[src/hdl/mee_pkg.sv]
// mee_pkg: types and constants for the cop0 exception-entry block
// no dependencies; used by mee_logic and mips_exception_entry_top
`timescale 1ns / 1ps

package mee_pkg;

  // event kinds carried on the input tuser
  typedef enum logic [1:0] {
    OP_POLL  = 2'd0,
    OP_TLB   = 2'd1,
    OP_BREAK = 2'd2,
    OP_TRAP  = 2'd3
  } op_e;

  // exception codes, already placed at cause bits 6..2
  localparam logic [31:0] CODE_INT  = 32'd0;
  localparam logic [31:0] CODE_TLBL = 32'd8;
  localparam logic [31:0] CODE_TLBS = 32'd12;
  localparam logic [31:0] CODE_BP   = 32'd36;
  localparam logic [31:0] CODE_TR   = 32'd52;

  localparam logic [31:0] STATUS_EXL  = 32'h0000_0002;
  localparam int unsigned STATUS_BEV_BIT = 22;
  localparam logic [2:0]  STATUS_IE_ONLY = 3'b001;
  localparam logic [31:0] CAUSE_BD    = 32'h8000_0000;
  localparam logic [31:0] CAUSE_TIMER = 32'h0000_8000;
  localparam logic [31:0] IP_MASK     = 32'h0000_FF00;

  // exception vectors
  localparam logic [31:0] VEC_INT_BEV  = 32'hBFC0_0380;
  localparam logic [31:0] VEC_INT      = 32'h8000_0180;
  localparam logic [31:0] VEC_TLB_BEV  = 32'hBFC0_01FC;
  localparam logic [31:0] VEC_TLB      = 32'h7FFF_FFFC;
  localparam logic [31:0] VEC_GEN_BEV  = 32'hBFC0_037C;
  localparam logic [31:0] VEC_GEN      = 32'h8000_017C;

  localparam int unsigned IN_DATA_W  = 200;
  localparam int unsigned OUT_DATA_W = 232;

  typedef struct packed {
    op_e         operation;
    logic [31:0] address;
    logic        is_store;
    logic [31:0] current_pc;
    logic        in_delay_slot;
    logic [31:0] current_status;
    logic [31:0] current_cause;
    logic [31:0] count_value;
    logic [31:0] compare_value;
    logic        interrupt_pending;
  } item_t;

  typedef struct packed {
    logic        taken;
    logic [31:0] new_epc;
    logic [31:0] new_cause;
    logic [31:0] new_status;
    logic        fault_regs_valid;
    logic [31:0] bad_vaddr;
    logic [31:0] context_word;
    logic [31:0] entry_hi_word;
    logic [31:0] next_pc;
  } result_t;

endpackage

[src/hdl/mips_exception_entry_top.sv]
// mips_exception_entry_top: stream wrapper with input and result registers
// depends on mee_pkg and mee_logic
// a request is registered in the input stage, then its result in the result register on the master side
// throughput: one request per cycle while the master side accepts results, set by the single-pass decode logic
// a request is taken while a result waits, as long as the input stage is free
// reset (rst_ni low, asynchronous) empties both stages; payload is not cleared
`timescale 1ns / 1ps

module mips_exception_entry_top
  import mee_pkg::*;
(
  input  logic                  clk_i,
  input  logic                  rst_ni,
  input  logic                  s_axis_tvalid,
  output logic                  s_axis_tready,
  // address, is_store, current_pc, in_delay_slot, current_status,
  // current_cause, count_value, compare_value, interrupt_pending, zero pad
  input  logic [IN_DATA_W-1:0]  s_axis_tdata,
  // operation
  input  logic [1:0]            s_axis_tuser,
  output logic                  m_axis_tvalid,
  input  logic                  m_axis_tready,
  // taken, new_epc, new_cause, new_status, fault_regs_valid, bad_vaddr,
  // context_word, entry_hi_word, next_pc, zero pad
  output logic [OUT_DATA_W-1:0] m_axis_tdata
);

  item_t   item_d, item_q;
  logic    in_valid_q;
  result_t result_d, result_q;
  logic    out_valid_q;
  logic    advance;

  // unpack the request
  always_comb begin
    item_d.operation         = op_e'(s_axis_tuser);
    item_d.address           = s_axis_tdata[31:0];
    item_d.is_store          = s_axis_tdata[32];
    item_d.current_pc        = s_axis_tdata[64:33];
    item_d.in_delay_slot     = s_axis_tdata[65];
    item_d.current_status    = s_axis_tdata[97:66];
    item_d.current_cause     = s_axis_tdata[129:98];
    item_d.count_value       = s_axis_tdata[161:130];
    item_d.compare_value     = s_axis_tdata[193:162];
    item_d.interrupt_pending = s_axis_tdata[194];
  end

  // handshake: input stage moves on when the result register is empty or its result is being taken
  assign advance       = in_valid_q && (!out_valid_q || m_axis_tready);
  assign s_axis_tready = !in_valid_q || advance;

  mee_logic u_logic (
    .item_i   (item_q),
    .result_o (result_d)
  );

  // stage valid flags
  always_ff @(posedge clk_i or negedge rst_ni) begin
    if (!rst_ni) begin
      in_valid_q  <= 1'b0;
      out_valid_q <= 1'b0;
    end else begin
      if (s_axis_tready) begin
        in_valid_q <= s_axis_tvalid;
      end
      if (advance) begin
        out_valid_q <= 1'b1;
      end else if (m_axis_tready) begin
        out_valid_q <= 1'b0;
      end
    end
  end

  // payload registers
  always_ff @(posedge clk_i) begin
    if (s_axis_tready && s_axis_tvalid) begin
      item_q <= item_d;
    end
    if (advance) begin
      result_q <= result_d;
    end
  end

  // pack the result
  assign m_axis_tvalid = out_valid_q;
  assign m_axis_tdata  = {6'd0,
                          result_q.next_pc,
                          result_q.entry_hi_word,
                          result_q.context_word,
                          result_q.bad_vaddr,
                          result_q.fault_regs_valid,
                          result_q.new_status,
                          result_q.new_cause,
                          result_q.new_epc,
                          result_q.taken};

endmodule

[src/hdl/mee_logic.sv]
// mee_logic: exception decision, cause/status update, tlb fault words, vector
// depends on mee_pkg
`timescale 1ns / 1ps

module mee_logic
  import mee_pkg::*;
(
  input  item_t   item_i,
  output result_t result_o
);

  logic [31:0] poll_cause;
  logic        poll_taken;
  logic        bev;
  logic        taken;
  logic [31:0] code;
  logic [31:0] vector;
  logic        is_tlb;

  assign bev    = item_i.current_status[STATUS_BEV_BIT];
  assign is_tlb = (item_i.operation == OP_TLB);

  // timer match and pending update of cause for a poll
  always_comb begin
    poll_cause = item_i.current_cause;
    if (item_i.count_value == item_i.compare_value) begin
      poll_cause = poll_cause | CAUSE_TIMER;
    end
    if (!item_i.interrupt_pending) begin
      poll_cause = poll_cause & ~IP_MASK;
    end
  end

  assign poll_taken = (item_i.current_status[2:0] == STATUS_IE_ONLY) &&
                      ((item_i.current_status[15:8] & poll_cause[15:8]) != 8'd0);

  // exception kind decode
  always_comb begin
    unique case (item_i.operation)
      OP_POLL: begin
        taken  = poll_taken;
        code   = CODE_INT;
        vector = bev ? VEC_INT_BEV : VEC_INT;
      end
      OP_TLB: begin
        taken  = 1'b1;
        code   = item_i.is_store ? CODE_TLBS : CODE_TLBL;
        vector = bev ? VEC_TLB_BEV : VEC_TLB;
      end
      OP_BREAK: begin
        taken  = 1'b1;
        code   = CODE_BP;
        vector = bev ? VEC_GEN_BEV : VEC_GEN;
      end
      default: begin
        taken  = 1'b1;
        code   = CODE_TR;
        vector = bev ? VEC_GEN_BEV : VEC_GEN;
      end
    endcase
  end

  // result assembly
  always_comb begin
    result_o.taken            = taken;
    result_o.new_epc          = 32'd0;
    result_o.new_cause        = (item_i.operation == OP_POLL) ? poll_cause
                                                              : item_i.current_cause;
    result_o.new_status       = item_i.current_status;
    result_o.next_pc          = 32'd0;
    result_o.fault_regs_valid = is_tlb;
    result_o.bad_vaddr        = is_tlb ? item_i.address : 32'd0;
    result_o.context_word     = is_tlb ? {9'd0, item_i.address[31:13], 4'd0} : 32'd0;
    result_o.entry_hi_word    = is_tlb ? {item_i.address[31:13], 13'd0} : 32'd0;
    if (taken) begin
      result_o.new_epc    = item_i.in_delay_slot ? (item_i.current_pc - 32'd4)
                                                 : item_i.current_pc;
      result_o.new_cause  = result_o.new_cause | code |
                            (item_i.in_delay_slot ? CAUSE_BD : 32'd0);
      result_o.new_status = item_i.current_status | STATUS_EXL;
      result_o.next_pc    = vector;
    end
  end

endmodule

[config.mk]
export PLATFORM = sky130hd
export DESIGN_NAME = mips_exception_entry_top
export DESIGN_NICKNAME = d
export VERILOG_FILES = /design/src/hdl/mee_pkg.sv /design/src/hdl/mips_exception_entry_top.sv /design/src/hdl/mee_logic.sv
export SDC_FILE = /design/constraint.sdc
export NUM_CORES = 1
export LEC_CHECK = 0
export ABC_AREA = 1
export BUFFER_PORTS_ARGS = -buffer_cell sky130_fd_sc_hd__buf_2
export CAP_MARGIN = 20
export CORE_MARGIN = 2
export CORE_UTILIZATION = 41
export DETAILED_ROUTE_END_ITERATION = 10
export PLACE_DENSITY_LB_ADDON = 0.15
export SYNTH_ARGS = -nofsm -noshare
export SYNTH_HDL_FRONTEND = slang
export SYNTH_SLANG_ARGS = --single-unit
export TNS_END_PERCENT = 50
[constraint.sdc]
create_clock -name clk_i -period 11.1 [get_ports clk_i]
set_input_delay 0 -clock clk_i [delete_from_list [all_inputs] [get_ports clk_i]]
set_output_delay 0 -clock clk_i [all_outputs]
set_load 0.02 [all_outputs]
==> results of run 1 <==
## cell families after synthesis
kind of cell,count (synthesis),share of synthesized area [%]
xor gates and xnor gates,51,3.49
other,1,0.0293
and+or+nand+nor,207,7.10
buffers and inverters,182,8.31
adders and majority gates,1,0.0978
DFF,336,78.8
AOI/OAI and AO/OA,45,2.13
## power by group through the flow
stage	Combinational [µW]	Clock (µW)	Sequential, µW
global route	426	1250	1590
detailed placement	340	0	1610
finish	394	1160	1580
CTS	399	1200	1580
floorplan	169	0	1690
global placement	339	0	1600
## registers in the layout, indices dropped and copies added, names as in the netlist
| signal | count |
|---|---|
| item_q | 197 |
| m_axis_tdata | 137 |
| in_valid_q | 1 |
| m_axis_tvalid | 1 |
## worst register-to-register path, stage by stage, from the launching register on
cell and delay (ns):
dfrtp_1 0.44, nand3_1 0.17, nand2_1 0.17, inv_8 0.54, buf_4 1.06
## area by class of cell
type,instances,area [µm²]
multi-input cells,338,1790
flip-flops and latches,336,10100
clock inverters,22,221
well taps,396,495
diodes,1,2.50
inverters,76,293
repair buffers,606,4050
fillers,2457,12800
clock buffers,41,941
## synthesized netlist by cell type
cell type,number,area (µm²)
xor2_1,15,131
a21oi_2,4,35.0
nor2_1,85,319
ha_1,1,12.5
nor3_4,1,16.3
nor3_1,6,30.0
a211o_1,1,8.76
buf_6,3,33.8
nor3_2,2,20.0
o21ai_0,3,15.0
nand3_1,7,35.0
dfrtp_1,2,50.1
nand2_2,2,12.5
nand4_1,4,25.0
a21o_1,1,7.51
conb_1,1,3.75
inv_1,72,270
a22o_1,2,17.5
edfxtp_1,334,10000
nor2_4,3,33.8
nor2_2,10,62.6
nand3b_1,1,7.51
inv_2,3,11.3
a21boi_0,5,37.5
nand2_1,81,304
buf_4,95,713
a21boi_2,1,11.3
a21oi_1,28,140
clkinv_1,1,3.75
nand3_2,3,30.0
or2_2,2,12.5
xnor2_1,36,315
clkbuf_1,8,30.0
## per-stage QoR
stage | hold WS (ns) | std cells | worst slack (ns) | total power [µW] | instance area [µm²]
after floorplan | -0.296 | 856 | 3.30 | 1860 | 12900
after global placement | -0.201 | 1551 | 8.33 | 1940 | 14700
after detailed placement | -0.197 | 1551 | 8.29 | 1950 | 14700
after CTS | 0.152 | 1815 | 8.27 | 3180 | 17900
after global routing | 0.165 | 1816 | 8.03 | 3260 | 17900
final | 0.182 | 1816 | 8.23 | 3140 | 17900
## metal layers
metal / track usage (%) / share of wire (%)
met1: 19.4 / 37
met2: 31.3 / 51
met3: 5.58 / 8.4
met4: 6.13 / 3.2
met5: 0 / 0.056
## worst max path at each step
stage                     cells past startpoint              end  slack, ns     startpoint
after floorplan                               1  m_axis_tdata[0]       3.30  m_axis_tvalid
after global placement                        4       item_q[87]       8.33  m_axis_tvalid
after detailed placement                      4       item_q[87]       8.29  m_axis_tvalid
after CTS                                     4      item_q[140]       8.27  m_axis_tvalid
after global routing                          4      item_q[155]       8.03  m_axis_tvalid
final                                         4      item_q[118]       8.23  m_axis_tvalid
==> out/qor.yml, run 1 <==
status: "finished, final reports clean"
routed_wl_um: 28700
worst-setup-path-type: "register to register"
cts_resized: 0
hold_end: "item_q[113]"
hold_buffers: 201
antenna_found_initial: 2
rsz0062_at_grt: "false"
layout_commonest_cell: "buf_2"
cp_slowest_cell: "buf_4"
power_density_nw_per_um2: 176
fp.dieArea_um2: 32600
initial_core_util_pct: 41.7
cp-end-kind: "register"
hpwl_um: 18900
r2r-end: "item_q[118]"
cts_buffers: 37
globalRouteTotalUtil_pct: 17.4
core_area_um2: 30700
pwr-share-seq_pct: 50.3
drive_gt1_share_pct: 34.2
max_freq_ghz: 0.348
drcViolationCount: 0
yosysWarnings: 0
clk_latency_ns: 0.52
final_util_pct: 58.3
cts_setup_buffers: 0
p_switching_uw: 769
cp_top_family: "buffers and inverters"
globalplace.congestion: 0.788
whs_path_depth: 2
syn_inst: 823
hp-start: "s_axis_tdata[82]"
grt_pass1_wl_um: 43600
tightest_slew_ns: 1.04
root_buffer: "clkbuf_16"
min_path_type: "input pin to register"
detail-route-antenna-nets: 0
swShare_pct: 24.5
ff2ff_path_depth: 4
rows: 64
cts_max_level: 2
die-height_um: 181
r2r_setup_slack_ns: 8.23
ioPinCount: 440
final_cell_mix: "buf_2, edfxtp_1, dlygate4sd3_1"
synth.cell_area_um2: 12800
required_ns: 11.24
clock_skew_ns: 0.0155
cts.sinks: 336
maxSlewHeadroom_pct: 30.8
slew_violations: 0
grt_max_degree: 126
r2r_start: "m_axis_tvalid"
cap_violations: 0
critPathMaxStageDelay_ns: 0.87
final_nets: 1602
grt_pass1_vias: 8063
num_vias: 7845
area_growth_syn_to_layout_pct: 39.8
combPwrFrac_pct: 12.6
post_drt_via_cell_ratio: 4.32
grt-ovfl-total: 0
crit_path_start_kind: "register"
clkPwrFrac_pct: 37.1
period_share_pct: 25.9
ir_worst_vdd_uv: 157
cp_cell_sequence: "nand3_1 -> nand2_1 -> inv_8 -> buf_4"
cts_tree: "done"
firstDrtPassIters: 5
leakagePower_uw: 0.00734
clk_pin_slew_ns: 0.06
wire_per_inst_um: 15.8
synth-seq-area-share_pct: 78.8
period_needed_ns: 2.87
crit_buf_inv: 2
drt-initial-drc-count: 369
hold_viol: 0
portBuffers: 400
synth_seq_cells: 336
synth_area_per_cell_um2: 15.5
crit_fanout: 125
setup_tns_ns: 0
clock_path_buffers: 3
p_int_uw: 2370
ys_types: 33
cp.arrival_ns: 3.02
fp.dieW_um: 181
setup_viol: 0
Power figures use the tool's default switching activity.
==> run 2: changes to the inputs <==
--- a/config.mk
+++ b/config.mk
@@ -5,7 +5,7 @@
 export SDC_FILE = /design/constraint.sdc
 export NUM_CORES = 1
 export LEC_CHECK = 0
-export ABC_AREA = 1
+export ABC_AREA = 0
 export BUFFER_PORTS_ARGS = -buffer_cell sky130_fd_sc_hd__buf_2
 export CAP_MARGIN = 20
 export CORE_MARGIN = 2
==> constraint.sdc (replaced) <==
create_clock -name clk_i -period 2.9 [get_ports clk_i]
set_input_delay 0 -clock clk_i [delete_from_list [all_inputs] [get_ports clk_i]]
set_output_delay 0 -clock clk_i [all_outputs]
set_load 0.02 [all_outputs]
==> run 2 against run 1 <==
Effect of this change: synthesized area down 2.2%; non-clock buffer count up 12; cell area down 0.83%; die area down 2.1%; hold slack better by 0.011 ns; critical path depth up 2; synthesized cell count down 17%.
==> out/qor.yml, run 2 <==
status: "finished, final reports clean"
synth_top_area_cell: "edfxtp_1"
r2r-end: "m_axis_tdata[18]"
period_needed_ns: 2.27  # -0.599 ns
whs_path_depth: 2  # unchanged
synth_edf_count: 334  # unchanged
tightest_slew_ns: 0.823  # -0.215 ns
initial_core_util_pct: 41.9  # +0.18 points
root_buffer: "clkbuf_16"
fin_ws_ns: 0.627  # -7.60 ns
cts_buffers: 37  # unchanged
ir_worst_vdd_uv: 470  # +200%
grt_max_degree: 61  # -52%
rsz0062_at_grt: "false"
post_drt_via_cell_ratio: 4.49  # +4.1%
clock_skew_ns: 0.0145  # -0.00101 ns
min_path_type: "input pin to register"
firstDrtPassIters: 4  # -1
required_ns: 3.14  # -8.10 ns
clock_path_buffers: 3  # unchanged
rows: 63  # -1.6%
cp_slowest_cell: "edfxtp_1"
num_vias: 7547  # -3.8%
max_freq_ghz: 0.440  # +26%
synth_seq_cells: 336  # unchanged
post-place-ws_ns: 0.599  # -7.69 ns
pwr-share-seq_pct: 50.6  # +0.3 points
synthTopCellsByCount: "edfxtp_1, buf_4, xnor2_1, and2_1, nor3_1"
period_share_pct: 78.4  # +53 points
detail-route-antenna-nets: 0  # unchanged
cp_top_family: "compound AO/OA/AOI/OAI gates"
seqCellArea_um2: 10100  # unchanged
fp.dieW_um: 179  # -1.1%
critPathMaxStageDelay_ns: 0.40  # -0.47 ns
p_switching_uw: 2650  # +240%
hold_end: "item_q[177]"
clk_pin_slew_ns: 0.06  # about the same
ioPinCount: 440  # unchanged
power_density_nw_per_um2: 658  # +270%
r2r_start: "item_q[105]"
cts_resized: 0  # unchanged
synth.cell_area_um2: 12500  # -2.2%
ys_types: 42  # +27%
wire_per_inst_um: 17.1  # +8.1%
antenna_found_initial: 2  # unchanged
area_growth_syn_to_layout_pct: 41.7
setup_tns_ns: 0  # unchanged
worst-setup-path-type: "register to register"
fp.dieArea_um2: 31900  # -2.1%
slew_violations: 0  # unchanged
swShare_pct: 22.7  # -1.8 points
cts_tree: "done"
globalplace.congestion: 0.755  # -4.1%
nFillCells: 2302  # -6.3%
ff2ff_path_depth: 6  # +2
async_reset_ff_share_pct: 0.595  # unchanged
largest_register: "item_q"
final_cell_mix: "buf_2, edfxtp_1, dlygate4sd3_1"
power.total_uw: 11700  # +270%
multi_input_area_um2: 1780  # -0.49%
hold_viol: 0  # unchanged
largest_reg_flops: 197  # unchanged
hp-start: "s_axis_tdata[14]"
cts_max_level: 2  # unchanged
clk_latency_ns: 0.51  # about the same
cap_violations: 0  # unchanged
portBuffers: 400  # unchanged
final_nets: 1471  # -8.2%
drive_gt1_share_pct: 37.6  # +3.3 points
maxSlewHeadroom_pct: 44.7  # +14 points
layout_commonest_cell: "buf_2"
synth-main-ff-cell: "edfxtp_1"
crit_buf_inv: 1  # -1
grt_pass1_wl_um: 41700  # -4.3%
cp.arrival_ns: 2.51  # -0.51 ns
crit_fanout: 37  # -70%
grt_pass1_vias: 7812  # -3.1%
p_int_uw: 9010  # +280%
cts.sinks: 336  # unchanged
cp-end-kind: "register"
r2r_setup_slack_ns: 0.63  # -7.60 ns
clkPwrFrac_pct: 38.5  # +1.4 points
syn_inst: 684  # -17%
globalRouteTotalUtil_pct: 17.5  # +0.094 points
synth_top_area_share_pct: 80.2  # +1.7 points
core_area_um2: 29900  # -2.6%
routed_wl_um: 28700  # about the same
yosysWarnings: 0  # unchanged
crit_path_start_kind: "register"
synth-seq-area-share_pct: 80.6  # +1.7 points
hpwl_um: 18900  # -0.14%
cp_cell_sequence: "a222oi_1 -> nand3_1 -> or2_2 -> a211oi_4 -> buf_12 -> nor3_1"
synth_area_leaders: "edfxtp_1, buf_4, xnor2_1"
setup_viol: 0  # unchanged
die-height_um: 179  # -1.1%
drcViolationCount: 0  # unchanged
leakagePower_uw: 0.00693  # -5.5%
combPwrFrac_pct: 10.9  # -1.7 points
drt-initial-drc-count: 371  # +0.54%
grt-ovfl-total: 0  # unchanged
synth_area_per_cell_um2: 18.3  # +18%
yosysMostFrequentCell: "edfxtp_1"
-- run 2: per-stage QoR --
| stage | hold WS, ns | area (µm²) | std cells | util [%] |
|---|---|---|---|---|
| after global routing | 0.179 | 17700 | 1679 | 59.3 |
| after global placement | -0.214 | 14500 | 1413 | 48.7 |
| after floorplan | -0.296 | 12600 | 717 | - |
| after CTS | 0.172 | 17700 | 1678 | 59.3 |
| final | 0.193 | 17700 | 1679 | 59.3 |
| after detailed placement | -0.211 | 14500 | 1413 | 48.7 |
-- run 2: final cells by class --
cell class	instances	area share [%]
Inverter	3	0.0635
Sequential cell	336	56.9
Tap cell	390	2.75
Antenna cell	1	0.0141
Clock inverter	15	0.833
Clock buffer	48	5.70
Timing Repair Buffer	618	23.7
Multi-Input combinational cell	268	10.0
-- run 2: what timing repair did --
item	in CTS	in global routing
hold buffers	202	0
setup buffers	0	0
endpoints found under the setup margin	0	0
endpoints found under the hold margin	215	0
-- run 2: layer usage --
layer / vias to the layer above / GRT usage [%] / wire, µm
li1: 3582 / - / -
met1: 3569 / 19.1 / 10300
met2: 340 / 32.0 / 15300
met3: 54 / 5.24 / 2200
met4: 2 / 6.44 / 847
met5: - / 0 / 13
-- run 2: kinds of logic after synthesis --
logic type               Yosys count  share of synthesized area (%)
buffers and inverters            113                           6.28
XOR/XNOR                          61                           4.27
AO/OA/AOI/OAI                     17                           1.11
flip-flops                       336                           80.6
AND/OR/NAND/NOR                  155                           7.63
adder cells (fa/ha/maj)            1                          0.100
other                              1                         0.0300
-- run 2: worst max path at each step --
stage                              from          endpoint  slack (ns)  cells past startpoint
after global routing         item_q[22]   m_axis_tdata[4]        0.50                      7
final                       item_q[105]  m_axis_tdata[18]        0.63                      6
after CTS                   item_q[105]  m_axis_tdata[13]        0.58                      6
after global placement      item_q[105]   m_axis_tdata[4]        0.67                      6
after floorplan           m_axis_tvalid   m_axis_tdata[0]        0.19                      2
after detailed placement    item_q[105]   m_axis_tdata[4]        0.60                      6
-- run 2: power by group through the flow --
stage | Sequential [µW] | Combinational (µW) | Clock, µW
floorplan | 6190 | 508 | 0
global route | 5930 | 1380 | 4790
CTS | 5900 | 1280 | 4580
detailed placement | 6000 | 1060 | 0
global placement | 5990 | 1060 | 0
finish | 5900 | 1270 | 4480
-- run 2: worst register-to-register path: stages, from the launching register on --
cell and delay, ns:
edfxtp_1 0.40, a222oi_1 0.40, nand3_1 0.20, or2_2 0.36
a211oi_4 0.26, buf_12 0.23, nor3_1 0.15
==> run 3: changes to the inputs <==
--- a/config.mk
+++ b/config.mk
@@ -5,7 +5,7 @@
 export SDC_FILE = /design/constraint.sdc
 export NUM_CORES = 1
 export LEC_CHECK = 0
-export ABC_AREA = 0
+export ABC_AREA = 1
 export BUFFER_PORTS_ARGS = -buffer_cell sky130_fd_sc_hd__buf_2
 export CAP_MARGIN = 20
 export CORE_MARGIN = 2
==> constraint.sdc (replaced) <==
create_clock -name clk_i -period 1.9 [get_ports clk_i]
set_input_delay 0 -clock clk_i [delete_from_list [all_inputs] [get_ports clk_i]]
set_output_delay 0 -clock clk_i [all_outputs]
set_load 0.02 [all_outputs]
==> run 3 against run 2 <==
Effect of this change: setup slack worse by 0.61 ns; clock-buffer cell count unchanged; maximum frequency is 21% higher; sequential power up 56%; sequential share of layout area shrank 1.4 points; critical endpoint is now m_axis_tdata[27]; largest cell class unchanged.
==> out/qor.yml, run 3 (synthesized netlist as in run 1, its figures left out) <==
cp-end-kind: "register"
final_nets: 1634  # +11%
drive_gt1_share_pct: 36.4  # -1.2 points
worst-setup-path-type: "register to register"
cpMostUsedCell: "nor2_2"
cts_max_level: 2  # unchanged
post_drt_via_cell_ratio: 4.42  # -1.8%
rsz0062_at_grt: "true"
status: "finished, final reports clean"
initial_core_util_pct: 41.7  # -0.18 points
hold_ws_ns: 0.188  # -0.00484 ns
cp.arrival_ns: 2.13  # -0.38 ns
leakagePower_uw: 0.00748  # +8.0%
min_path_type: "input pin to register"
cp_slowest_cell: "edfxtp_1"
firstDrtPassIters: 4  # unchanged
drcViolationCount: 0  # unchanged
clock_skew_ns: 0.0126  # -0.00192 ns
globalRouteTotalUtil_pct: 18.0  # +0.46 points
cap_violations: 0  # unchanged
dr.max_layer_used: "met4"
max_freq_ghz: 0.532  # +21%
wire_per_inst_um: 16.1  # -5.9%
die-height_um: 181  # +1.1%
grt_pass1_wl_um: 45000  # +7.8%
hpwl_um: 20200  # +7.0%
r2r_setup_slack_ns: 0.02  # -0.61 ns
detail-route-antenna-nets: 0  # unchanged
setup_viol: 0  # unchanged
ioPinCount: 440  # unchanged
nFillCells: 2393  # +4.0%
layout_commonest_cell: "buf_2"
setup_tns_ns: 0  # unchanged
ff2ff_path_depth: 9  # +3
required_ns: 2.15  # -0.99 ns
grt_pass1_vias: 8331  # +6.6%
final_cell_mix: "buf_2, edfxtp_1, dlygate4sd3_1"
whs_path_depth: 2  # unchanged
crit_buf_inv: 0  # -1
final_util_pct: 59.3  # about the same
largest_reg_flops: 197  # unchanged
clk_latency_ns: 0.51  # about the same
globalplace.congestion: 0.814  # +7.8%
num_vias: 8152  # +8.0%
root_buffer: "clkbuf_16"
cp_cell_sequence: "nor2_2 -> nand2_1 -> nor2_2 -> nand3_2 -> nor3_4 -> nand3_2 -> nor2_2 -> xnor2_1 -> a21oi_2"
largest_register: "item_q"
wl_met3_um: 2400  # +9.5%
period_share_pct: 98.9  # +21 points
r2r-end: "m_axis_tdata[27]"
cts.sinks: 336  # unchanged
hold_end: "item_q[103]"
drt-initial-drc-count: 328  # -12%
grt-ovfl-total: 0  # unchanged
cp_top_family: "simple AND/OR/NAND/NOR gates"
cts_tree: "done"
power_density_nw_per_um2: 986  # +50%
hold_viol: 0  # unchanged
clock_path_buffers: 3  # unchanged
crit_fanout: 3  # -92%
routed_wl_um: 29700  # +3.4%
area_growth_syn_to_layout_pct: 42.3
core_area_um2: 30700  # +2.7%
wl_met1_um: 11000  # +6.4%
ir_worst_vdd_uv: 710  # +51%
crit_path_start_kind: "register"
r2r_start: "item_q[136]"
slew_violations: 0  # unchanged
fp.dieArea_um2: 32600  # +2.2%
portBuffers: 400  # unchanged
hp-start: "s_axis_tdata[72]"
clk_pin_slew_ns: 0.06  # about the same
fin_ws_ns: 0.0200  # -0.607 ns
cts_buffers: 37  # unchanged
wl_met2_um: 15400  # +0.12%
fp.dieW_um: 181  # +1.1%
critPathMaxStageDelay_ns: 0.41  # about the same
post-place-ws_ns: -0.0371  # -0.636 ns
antenna_found_initial: 1  # -1
rows: 64  # +1.6%
period_needed_ns: 1.88  # -0.393 ns
grt_max_degree: 81  # +33%
[run 3: worst reg2reg max path, stage by stage, from the launching register on]
cell      delay, ns
edfxtp_1       0.41
nor2_2         0.18
nand2_1        0.11
nor2_2         0.14
nand3_2        0.11
nor3_4         0.21
nand3_2        0.15
nor2_2         0.15
xnor2_1        0.14
a21oi_2        0.04
[run 3: layout make-up]
cell class                 instances  area, µm²  area share, %
inverter                          76        289           1.59
sequential                       336      10100           55.4
clock buffer                      48        967           5.32
multi-input combinational        338       1860           10.2
tap                              396        495           2.72
timing repair buffer             638       4410           24.2
clock inverter                    13       82.6          0.454
antenna                            1       2.50         0.0138
[run 3: what timing repair did]
item,4_1_cts,5_1_grt
endpoints found under the setup margin,13,41
hold buffers,203,0
cloned,0,0
buffers inserted,0,1
endpoints found under the hold margin,201,0
pin swaps,0,5
gates resized for setup,2,15
[run 3: report_power, final]
part	leakage (µW)	internal, µW	total [µW]	switching, µW
logic	0.00374	975	2460	1480
clock network	0.000510	3580	6270	2690
registers	0.00324	8960	9210	258
total	0.00748	13500	17900	4430
[run 3: worst max path at each step]
stage | from | end | cells after the start
after floorplan | m_axis_tvalid | item_q[0] | 3
after global placement | item_q[26] | m_axis_tdata[64] | 14
after detailed placement | item_q[26] | m_axis_tdata[64] | 14
after CTS | item_q[26] | m_axis_tdata[8] | 12
after global routing | item_q[25] | m_axis_tdata[6] | 12
final | item_q[136] | m_axis_tdata[27] | 9
[run 3: per-stage QoR]
| step | area, µm² | total power (µW) | std cells |
|---|---|---|---|
| after CTS | 18100 | 18100 | 1844 |
| after global routing | 18200 | 18700 | 1846 |
| after detailed placement | 15000 | 11500 | 1580 |
| after floorplan | 12900 | 10800 | 856 |
| final | 18200 | 17900 | 1846 |
| after global placement | 15000 | 11500 | 1580 |
[run 3: metal layers]
layer	track usage [%]	vias up
li1	-	3917
met1	19.7	3818
met4	6.45	0
met3	5.40	57
met2	32.8	360
met5	0	-
